<file path="config.mk">
export PLATFORM = sky130hd
export DESIGN_NAME = accumulator_bytecode_execute
export DESIGN_NICKNAME = d
export VERILOG_FILES = /design/src/rtl/core/abe_pkg.sv /design/src/rtl/core/abe_ctrl.sv /design/src/rtl/core/abe_dpath.sv /design/src/rtl/core/accumulator_bytecode_execute.sv
export SDC_FILE = /design/constraint.sdc
export NUM_CORES = 2
export LEC_CHECK = 0
export BUFFER_PORTS_ARGS = -buffer_cell sky130_fd_sc_hd__clkbuf_2
export CAP_MARGIN = 10
export CORE_MARGIN = 3
export CORE_UTILIZATION = 30
export DETAILED_ROUTE_END_ITERATION = 8
export GPL_TIMING_DRIVEN = 0
export PLACE_DENSITY = 0.51
export SETUP_SLACK_MARGIN = 0.02
export SLEW_MARGIN = 5
export SYNTH_ARGS = -nofsm -noshare
export SYNTH_HDL_FRONTEND = slang
export SYNTH_SLANG_ARGS = --single-unit
</file>
<file path="constraint.sdc">
create_clock -name clk -period 8.7 [get_ports clk]
set_input_delay 0.435 -clock clk [delete_from_list [all_inputs] [get_ports clk]]
set_output_delay 0.435 -clock clk [all_outputs]
set_load 0.05 [all_outputs]
</file>
<file path="src/rtl/core/abe_pkg.sv">
// Shared types, opcodes and constants for the accumulator bytecode execute unit.
package abe_pkg;

  localparam int INSTR_SIZE = 2;
  localparam int MEM_CELLS  = 256;
  localparam int DIV_STEPS  = 8;
  localparam int DIV_CNT_W  = $clog2(DIV_STEPS);
  localparam int OFFS_W     = 9;
  localparam int OFFS_PROD_W = 8 + $clog2(INSTR_SIZE + 1) + 1;

  localparam logic [3:0] OP_OUT_IMM  = 4'd0;
  localparam logic [3:0] OP_OUT_CELL = 4'd1;
  localparam logic [3:0] OP_IN_CELL  = 4'd2;
  localparam logic [3:0] OP_LD_IMM   = 4'd3;
  localparam logic [3:0] OP_LD_CELL  = 4'd4;
  localparam logic [3:0] OP_ST_CELL  = 4'd5;
  localparam logic [3:0] OP_ADD_IMM  = 4'd6;
  localparam logic [3:0] OP_ADD_CELL = 4'd7;
  localparam logic [3:0] OP_SUB_IMM  = 4'd8;
  localparam logic [3:0] OP_SUB_CELL = 4'd9;
  localparam logic [3:0] OP_MUL      = 4'd10;
  localparam logic [3:0] OP_DIV      = 4'd11;
  localparam logic [3:0] OP_SKIP     = 4'd12;

  localparam logic [1:0] ST_OK      = 2'd0;
  localparam logic [1:0] ST_DIV0    = 2'd1;
  localparam logic [1:0] ST_ILLEGAL = 2'd2;

  localparam logic [7:0] ACC_ADDR = 8'h00;

  typedef struct packed {
    logic [3:0] func;
    logic [7:0] arg;
    logic [7:0] in_byte;
  } abe_in_t;

  typedef struct packed {
    logic              out_valid;
    logic [7:0]        out_byte;
    logic              skip_taken;
    logic [OFFS_W-1:0] pc_offset;
    logic [1:0]        status;
  } abe_out_t;

  typedef enum logic [2:0] {
    S_IDLE,
    S_READ,
    S_EXEC,
    S_DIV,
    S_DONE
  } abe_state_t;

  typedef struct packed {
    logic load;
    logic rd;
    logic exec;
    logic div_step;
    logic emit;
  } abe_cmd_t;

  typedef struct packed {
    logic div_go;
    logic div_last;
    logic out_busy;
  } abe_stat_t;

endpackage

</file>
<file path="src/rtl/core/abe_ctrl.sv">
// Sequencing state machine for the accumulator bytecode execute unit.
module abe_ctrl (
  input  logic               clk,
  input  logic               rst_n,
  input  logic               in_valid,
  output logic               in_ready,
  input  abe_pkg::abe_stat_t stat,
  output abe_pkg::abe_cmd_t  cmd
);
  import abe_pkg::*;

  abe_state_t state_r, state_nxt;

  always_ff @(posedge clk) begin
    if (!rst_n) begin
      state_r <= S_IDLE;
    end else begin
      state_r <= state_nxt;
    end
  end

  always_comb begin
    state_nxt = state_r;
    case (state_r)
      S_IDLE: begin
        if (in_valid) state_nxt = S_READ;
      end
      S_READ: state_nxt = S_EXEC;
      S_EXEC: begin
        state_nxt = stat.div_go ? S_DIV : S_DONE;
      end
      S_DIV: begin
        if (stat.div_last) state_nxt = S_DONE;
      end
      S_DONE: begin
        if (!stat.out_busy) state_nxt = S_IDLE;
      end
      default: state_nxt = S_IDLE;
    endcase
  end

  always_comb begin
    cmd      = '0;
    in_ready = 1'b0;
    case (state_r)
      S_IDLE: begin
        in_ready = 1'b1;
        cmd.load = in_valid;
      end
      S_READ: cmd.rd = 1'b1;
      S_EXEC: cmd.exec = 1'b1;
      S_DIV:  cmd.div_step = 1'b1;
      S_DONE: cmd.emit = !stat.out_busy;
      default: cmd = '0;
    endcase
  end

endmodule

</file>
<file path="src/rtl/core/abe_dpath.sv">
// Datapath: data memory, accumulator, ALU, bit-serial divider and result register.
module abe_dpath (
  input  logic               clk,
  input  logic               rst_n,
  input  abe_pkg::abe_in_t   in_data,
  input  abe_pkg::abe_cmd_t  cmd,
  output abe_pkg::abe_stat_t stat,
  output logic               out_valid,
  input  logic               out_ready,
  output abe_pkg::abe_out_t  out_data
);
  import abe_pkg::*;

  logic [3:0] func_r;
  logic [7:0] arg_r;
  logic [7:0] inb_r;

  logic [7:0]           mem [MEM_CELLS];
  logic [MEM_CELLS-1:0] vld_r;
  logic [7:0]           mem_rd_r;
  logic                 vld_rd_r;
  logic [7:0]           acc_r;

  logic [7:0]           quo_r, rem_r, dvs_r;
  logic [DIV_CNT_W-1:0] cnt_r;

  abe_out_t res_r, res_nxt;
  abe_out_t out_r;
  logic     out_vld_r;

  logic [7:0]             cell_rd;
  logic [15:0]            prod;
  logic [OFFS_PROD_W-1:0] offs_prod;
  logic                   acc_we, mem_we;
  logic [7:0]             acc_wd, mem_wd;
  logic [8:0]             trial;

  always_ff @(posedge clk) begin
    if (cmd.load) begin
      func_r <= in_data.func;
      arg_r  <= in_data.arg;
      inb_r  <= in_data.in_byte;
    end
  end

  // cell 0 lives in acc_r; other cells read as zero until first written
  assign cell_rd = (arg_r == ACC_ADDR) ? acc_r : (vld_rd_r ? mem_rd_r : 8'h00);
  assign prod = {8'h00, acc_r} * {8'h00, cell_rd};
  assign offs_prod = OFFS_PROD_W'(arg_r) * OFFS_PROD_W'(INSTR_SIZE);

  always_comb begin
    res_nxt = '0;
    acc_we  = 1'b0;
    acc_wd  = acc_r;
    mem_we  = 1'b0;
    mem_wd  = inb_r;
    case (func_r)
      OP_OUT_IMM: begin
        res_nxt.out_valid = 1'b1;
        res_nxt.out_byte  = arg_r;
      end
      OP_OUT_CELL: begin
        res_nxt.out_valid = 1'b1;
        res_nxt.out_byte  = cell_rd;
      end
      OP_IN_CELL: begin
        mem_we = 1'b1;
        mem_wd = inb_r;
      end
      OP_LD_IMM: begin
        acc_we = 1'b1;
        acc_wd = arg_r;
      end
      OP_LD_CELL: begin
        acc_we = 1'b1;
        acc_wd = cell_rd;
      end
      OP_ST_CELL: begin
        mem_we = 1'b1;
        mem_wd = acc_r;
      end
      OP_ADD_IMM: begin
        acc_we = 1'b1;
        acc_wd = acc_r + arg_r;
      end
      OP_ADD_CELL: begin
        acc_we = 1'b1;
        acc_wd = acc_r + cell_rd;
      end
      OP_SUB_IMM: begin
        acc_we = 1'b1;
        acc_wd = acc_r - arg_r;
      end
      OP_SUB_CELL: begin
        acc_we = 1'b1;
        acc_wd = acc_r - cell_rd;
      end
      OP_MUL: begin
        acc_we = 1'b1;
        acc_wd = prod[7:0];
      end
      OP_DIV: begin
        if (cell_rd == 8'h00) res_nxt.status = ST_DIV0;
      end
      OP_SKIP: begin
        if (acc_r != 8'h00) begin
          res_nxt.skip_taken = 1'b1;
          res_nxt.pc_offset  = offs_prod[OFFS_W-1:0];
        end
      end
      default: res_nxt.status = ST_ILLEGAL;
    endcase
    // writes aimed at cell 0 land in the accumulator
    if (mem_we && arg_r == ACC_ADDR) begin
      acc_we = 1'b1;
      acc_wd = mem_wd;
      mem_we = 1'b0;
    end
  end

  always_ff @(posedge clk) begin
    if (cmd.rd) mem_rd_r <= mem[arg_r];
    if (cmd.exec && mem_we) mem[arg_r] <= mem_wd;
  end

  always_ff @(posedge clk) begin
    if (!rst_n) begin
      vld_r <= '0;
    end else if (cmd.exec && mem_we) begin
      vld_r[arg_r] <= 1'b1;
    end
  end

  always_ff @(posedge clk) begin
    if (cmd.rd) vld_rd_r <= vld_r[arg_r];
  end

  // restoring divider, one quotient bit per cycle
  assign trial = {rem_r, quo_r[7]} - {1'b0, dvs_r};

  assign stat.div_go   = (func_r == OP_DIV) && (cell_rd != 8'h00);
  assign stat.div_last = (cnt_r == DIV_CNT_W'(DIV_STEPS - 1));
  assign stat.out_busy = out_vld_r && !out_ready;

  always_ff @(posedge clk) begin
    if (cmd.exec) begin
      quo_r <= acc_r;
      rem_r <= 8'h00;
      dvs_r <= cell_rd;
      cnt_r <= '0;
    end else if (cmd.div_step) begin
      cnt_r <= cnt_r + 1'b1;
      if (!trial[8]) begin
        rem_r <= trial[7:0];
        quo_r <= {quo_r[6:0], 1'b1};
      end else begin
        rem_r <= {rem_r[6:0], quo_r[7]};
        quo_r <= {quo_r[6:0], 1'b0};
      end
    end
  end

  always_ff @(posedge clk) begin
    if (!rst_n) begin
      acc_r <= 8'h00;
    end else if (cmd.exec && acc_we) begin
      acc_r <= acc_wd;
    end else if (cmd.div_step && stat.div_last) begin
      acc_r <= {quo_r[6:0], !trial[8]};
    end
  end

  always_ff @(posedge clk) begin
    if (cmd.exec) res_r <= res_nxt;
    if (cmd.emit) out_r <= res_r;
  end

  always_ff @(posedge clk) begin
    if (!rst_n) begin
      out_vld_r <= 1'b0;
    end else if (cmd.emit) begin
      out_vld_r <= 1'b1;
    end else if (out_ready) begin
      out_vld_r <= 1'b0;
    end
  end

  assign out_valid = out_vld_r;
  assign out_data  = out_r;

endmodule

</file>
<file path="src/rtl/core/accumulator_bytecode_execute.sv">
// An instruction is accepted in S_IDLE, then passes S_READ, S_EXEC, S_DIV (only for a divide by
// a nonzero cell) and S_DONE, which waits while the output register is busy, then registers the
// result beat. The registered single-port data memory read and the one-bit-per-cycle divider
// set the pace. A new instruction is taken while a beat still waits in the output register.
// Reset clears the accumulator and the per-cell valid bits; cells read zero after.
module accumulator_bytecode_execute (
  input  logic              clk,
  input  logic              rst_n,
  input  logic              in_valid,
  output logic              in_ready,
  input  abe_pkg::abe_in_t  in_data,
  output logic              out_valid,
  input  logic              out_ready,
  output abe_pkg::abe_out_t out_data
);
  import abe_pkg::*;

  abe_cmd_t  cmd;
  abe_stat_t stat;

  abe_ctrl u_ctrl (
    .clk      (clk),
    .rst_n    (rst_n),
    .in_valid (in_valid),
    .in_ready (in_ready),
    .stat     (stat),
    .cmd      (cmd)
  );

  abe_dpath u_dpath (
    .clk       (clk),
    .rst_n     (rst_n),
    .in_data   (in_data),
    .cmd       (cmd),
    .stat      (stat),
    .out_valid (out_valid),
    .out_ready (out_ready),
    .out_data  (out_data)
  );

endmodule

</file>
* Word level (Yosys, flattened, before mapping)
Memories as Yosys holds them, arrays and structs flattened. A register that Yosys moved wholly into a read port is not among the register bits. Cells that the tools add are included.
Word-level totals: flip-flop bits (word level) 358, memories 1, input port bits 24, logic and storage cells 118, RAM bits 2048
Memory list:
- u_dpath.mem | words 256, bits a word 8, rd ports 1, clocked after memory_dff 1, wr ports 1, line abe_dpath.sv:18 | logic [7:0] mem [MEM_CELLS];
Cells by class: bitwise gates (word level) 1, muxes and demuxes 38, reduce and logical (&&, ||, !) cells 25, equal/unequal tests 21, add/sub/neg operators 6, order comparisons 2, $mul 1
Operators with widths (number):
- bitwise OR 256 bit | 1
- 2-to-1 mux 8 bit | 9
- one-hot mux 8 bit (7 select lines) | 1
- == test 4 bit, second input constant | 5
- 2-to-1 mux 1 bit | 18
- one-hot mux 9 bit (2 select lines) | 1
- adder 8 bit | 2
- == test 4 x 3 -> 1 bit, second input constant | 4
- logical NOT 8 bit | 2
- nonzero test 8 bit | 2
- subtractor 8 bit | 2
- one-hot mux 3 bit (5 select lines) | 1
- 2-to-1 mux 3 bit | 4
- OR reduction 12 bit | 1
- 2-to-1 mux 10 bit | 1
- < comparator 8 x 9 -> 1 bit, second input constant | 1
- inequality test 9 x 8 -> 1 bit, second input constant | 1
- subtractor 9 x 8 -> 9 bit | 1
- binary-select mux 1 bit (select 8 bit) | 1
- demux 1 bit (select 8 bit) | 1
- == test 4 x 2 -> 1 bit, second input constant | 2
- greater-or-equal comparator 8 x 1 -> 1 bit, second input constant | 1
- multiplier 8 x 8 -> 8 bit | 1
- logical AND 1 bit | 7
- 16 further kinds | 24

* Logic depth before layout (Yosys ltp)
depth after elaboration 8, gate-level depth with buffers 30, mapped depth without buffers 23

* Modules after synthesis
A second synthesis with hierarchy kept.
Unflattened totals: cells, all modules 4868, area, all modules 94949.8 µm²
Modules (own cells, without submodules):
- abe_dpath | seq. area each 69576.7 µm², cells an instance 4841, times used 1, area each 94720.8 µm²
- abe_ctrl | seq. area each 60.1 µm², cells an instance 27, times used 1, area each 229.0 µm²

* Worst setup path before layout
No wires, ideal clock.
path kind register -> register, start register u_dpath.arg_r[1], end register u_dpath.acc_r[7], clock period less this slack 6.401 ns, setup slack 2.299 ns, path buffers 7, cell stages (with the launch flop) 29, setup time 0.124 ns, required time 8.576 ns, arrival 6.277 ns, path through edfxtp_1 > buf_2 > buf_2 > buf_1 > clkbuf_1 > buf_2 > inv_1 > ha_1 > or3b_1 > buf_2 > nor2_8 > buf_2 > o21a_1 > inv_1 > nand2_1 > fa_1 > fa_1 > inv_1 > fa_1 > inv_1 > fa_1 > inv_1 > ha_1 > a21oi_1 > xor2_1 > xnor3_1 > xnor2_1 > a211oi_1 > a21oi_1
Between the ends: word-level cells in the longest chain between the ends 6, elaborated cells on any way between the ends 16, classes of those cells 4 x add/sub; 1 x mul; 1 x eq/ne; 5 x mux; 5 x reduce/logical
RTL lines:
- from (decl) | line abe_dpath.sv:15 | logic [7:0] arg_r;
- from (signal assigned) | line abe_dpath.sv:41 | arg_r <= in_data.arg;
- logical NOT 8 bit (*) | line abe_dpath.sv:47 | assign cell_rd = (arg_r == ACC_ADDR) ? acc_r : (vld_rd_r ? mem_rd_r : 8'h00);
- 2-to-1 mux 8 bit (*) | line abe_dpath.sv:47
- named net u_dpath.cell_rd[3] | line abe_dpath.sv:31 | logic [7:0] cell_rd;
- multiplier 8 x 8 -> 8 bit, or another cell as far along | line abe_dpath.sv:48 | assign prod = {8'h00, acc_r} * {8'h00, cell_rd};
- one-hot mux 8 bit (7 select lines) (*) | line abe_dpath.sv:57 | case (func_r)
- 2-to-1 mux 8 bit (*) | line abe_dpath.sv:114 | if (mem_we && arg_r == ACC_ADDR) begin
- 2-to-1 mux 8 bit (*) | line abe_dpath.sv:166 | end else if (cmd.exec && acc_we) begin
- to (signal assigned) | line abe_dpath.sv:167 | acc_r <= acc_wd;
- to (signal assigned) | line abe_dpath.sv:169 | acc_r <= {quo_r[6:0], !trial[8]};
- to (decl) | line abe_dpath.sv:22 | logic [7:0] acc_r;
Mark *: on every way through the listed nets, which the timed path passes. The rest lies on a longest branch. A chain may end at the register's enable or synchronous reset.

* Worst setup path in the final report
Ends and elaborated chain as after synthesis.

==> results.toml <==
[yosys]
synth_ff_type = "edfxtp_1"
synth_area_mm2 = 0.0946
synth.most_common_cell = "edfxtp_1"
yosysTopAreaCellShare_pct = 67.7
synthArstFlopShare_pct = 0
synth_edf_count = 2133
synth_area_leaders = "edfxtp_1 (68%), mux4_2 (17%), dfxtp_1 (5.9%), o21a_1 (2.1%), nor2_1 (1.2%)"
ys_warn_count = 0
postSynthAreaPerCell_um2 = 20.3
synth_cell_types = 72
yosysTopAreaCell = "edfxtp_1"
synthTopCellsByCount = "edfxtp_1 (2133), mux4_2 (705), nor2_1 (304), dfxtp_1 (279), o21a_1 (260)"
synth_seq_cells = 2412
seq_area_frac_synth_pct = 73.6
synthCells = 4652

[route]
vias = 51700
vias_per_cell = 5.48
dr.pass1.iters = 9
drtIter0Drc = 7599
drc = 7
wl_um = 333000
post_drt_wl_per_cell_um = 35.3
postRouteAntennaNets = 0

[clock_tree]
h-tree-depth = 5
cts_setup_buffers = 0
clockBufferDepth = 4
clock-sinks = 2412
clk_pin_slew_ns = 0.06
clk_latency_ns = 0.95
cts_made_buffers = 279
tritoncts = "done"
root_buffer = "clkbuf_16"

[min_path]
min_path_type = "input port to flip-flop"

[critical_path]
timing.critical_path.mode_cell = "inv_1"
worstPathArrival_ns = 9.17
endpoint_kind = "flip-flop"
critPathLaunchType = "flip-flop"
slowest_delay_ns = 0.54
rrSetupSlack_ns = 0.30
critPathTopFamily = "buffers and inverters"
worstPathMaxFanout = 19
path_class = "flip-flop to flip-flop"
required_ns = 9.47
cp_num_buf_inv = 11
slowest_stage = "fa_1"

[timing]
rsz0062_at_grt = "false"
worst_pin_slew_ns = 1.42
fmax_ghz = 0.119
relSlewSlack_pct = 5.66
hold_viol_final = 0
finalCritPeriodShare_pct = 96.6
finalMaxSlewViolations = 0
period_minus_slack_ns = 8.40
setup_violations = 0
skew_ns = 0.0648

[place]
dpl.hpwl_um = 222000
post-place-cells = 8905
io_buffers = 44
place.gp.congestion = 0.930

[global_route]
grt_usage_pct = 20.3
antenna_found_initial = 16
grt_pass1_wl_um = 445000
overflow = 0
grt_max_degree = 159
grt_pass1_vias = 50700

[die]
die_w_um = 567
die_h_um = 567
die-area_mm2 = 0.322
core_area_mm2 = 0.313
num_rows = 205
boundaryPins = 47
start_util_pct = 30.2

[cells_and_area]
fin_cells = 9432
fill_cells = 29100
nets = 5155
drive_above_1_share_pct = 26.6
fin_util_pct = 35.3
area_growth_pct = 16.7

[outcome]
status = "complete, but fails checks"
failed_checks = "DRC"

[power_and_ir_drop]
p_leak_uw = 0.0348
peakVddDrop_v = 0.000204
power-per-cell-area_mw_per_mm2 = 235

[job]
maxCapViolCount = 0
-- flip-flops by register name (all words and copies together), names as in the netlist --
register           cells
u_dpath.arg_r          8
u_dpath.vld_r        256
u_dpath.acc_r          8
u_dpath.mem_rd_r       8
u_dpath.rem_r          8
u_dpath.out_valid      1
u_dpath.vld_rd_r       1
u_dpath.inb_r          8
u_dpath.func_r         4
u_dpath.out_data      20
u_dpath.quo_r          8
u_dpath.dvs_r          8
u_dpath.res_r         20
u_dpath.cnt_r          3
u_ctrl.state_r         3
u_dpath.mem         2048
-- final cells by class --
class / instances / area [µm²] / area share (%)
Sequential cell: 2412 / 69600 / 63.1
Buffer: 285 / 1360 / 1.24
Multi-Input combinational cell: 1910 / 23700 / 21.5
Inverter: 51 / 191 / 0.173
Clock inverter: 81 / 684 / 0.620
Antenna cell: 13 / 32.5 / 0.0295
Clock buffer: 400 / 7910 / 7.16
Tap cell: 4140 / 5180 / 4.69
Timing Repair Buffer: 140 / 1720 / 1.56
-- final timing paths --
| kind | depth (start not counted) | start | to |
|---|---|---|---|
| max | 27 | u_dpath.arg_r[1] | u_dpath.acc_r[7] |
| min | 2 | in_data[13] | u_dpath.arg_r[5] |
| min reg2reg | 0 | u_dpath.res_r[13] | u_dpath.out_data[13] |
| max reg2reg | 27 | u_dpath.arg_r[1] | u_dpath.acc_r[7] |
-- per-stage QoR --
stage	setup slack, ns	TNS (ns)	hold slack, ns	power, µW	cell area (µm²)
3_3_place_gp	-1.21	-9.81	0.406	14900	100000
6_report	0.295	0	0.229	26000	110000
5_1_grt	0.106	0	0.212	26600	110000
4_1_cts	0.0245	0	0.177	26100	110000
3_5_place_dp	-1.21	-1.89	0.405	15000	101000
2_1_floorplan	2.30	0	0.400	14000	94600
-- layout by cell type (no fill, tap or decap), drive strengths merged, types with 10 or more instances in the layout --
| master | count |
|---|---|
| dfxtp | 279 |
| mux2 | 20 |
| o21ai | 43 |
| clkbuf | 627 |
| xnor2 | 19 |
| fa | 14 |
| a22oi | 70 |
| a22o | 14 |
| mux2i | 10 |
| nor2 | 305 |
| edfxtp | 2133 |
| and2 | 25 |
| ha | 38 |
| bufinv | 11 |
| a21oi | 35 |
| diode | 13 |
| a221oi | 14 |
| nand2 | 126 |
| inv | 52 |
| buf | 176 |
| nand3 | 35 |
| nor2b | 22 |
| a211oi | 15 |
| clkinv | 65 |
| o21a | 260 |
| nor3 | 21 |
| mux4 | 705 |
| dlygate4sd3 | 22 |
-- cell families (layout without fill, tap and decap cells) --
family                   Yosys count  count (layout)  share of synthesized area, %
AO/OA/AOI/OAI                    506             506                          3.90
XOR/XNOR                          28              28                         0.282
multiplexers                     735             735                          17.1
adder cells (fa/ha/maj)           52              52                         0.799
buffers and inverters            338             957                          1.53
other                              1              22                       0.00397
flip-flops                      2412            2412                          73.6
AND/OR/NAND/NOR                  580             580                          2.71
-- worst register-to-register path, stage by stage, from the launching register on --
cell and delay [ns]:
edfxtp_1 0.48, buf_2 0.27, clkbuf_4 0.42, clkbuf_4 0.43, buf_4 0.51, inv_1 0.18, ha_1 0.36, or3b_1 0.21
buf_2 0.41, nor2_8 0.09, buf_2 0.20, o21a_1 0.29, inv_1 0.31, nand2_1 0.13, fa_1 0.44, fa_1 0.49
inv_1 0.06, fa_1 0.54, inv_1 0.05, fa_1 0.49, inv_1 0.05, ha_1 0.31, a21oi_1 0.38, xor2_1 0.24
xnor3_1 0.35, xnor2_1 0.16, a211oi_1 0.27, a21oi_1 0.13
-- routing by layer --
| layer | up-vias | share of wire (%) | GRT usage (%) |
|---|---|---|---|
| met5 | - | 0.098 | 0 |
| met2 | 2866 | 46 | 31.5 |
| met3 | 699 | 9.9 | 5.43 |
| li1 | 20000 | - | - |
| met4 | 4 | 5.2 | 9.18 |
| met1 | 28100 | 39 | 26.6 |
-- power by group --
group	switching (µW)	internal, µW
combinational	1410	623
sequential	23.8	12700
clock	4600	6620
-- timing repair --
action | 4_1_cts | 5_1_grt
endpoints found under the hold margin | 22 | 0
hold buffers | 22 | 0
gates resized for setup | 4 | 4
endpoints found under the setup margin | 4 | 1
No activity file was read; power rests on OpenSTA's default activity.
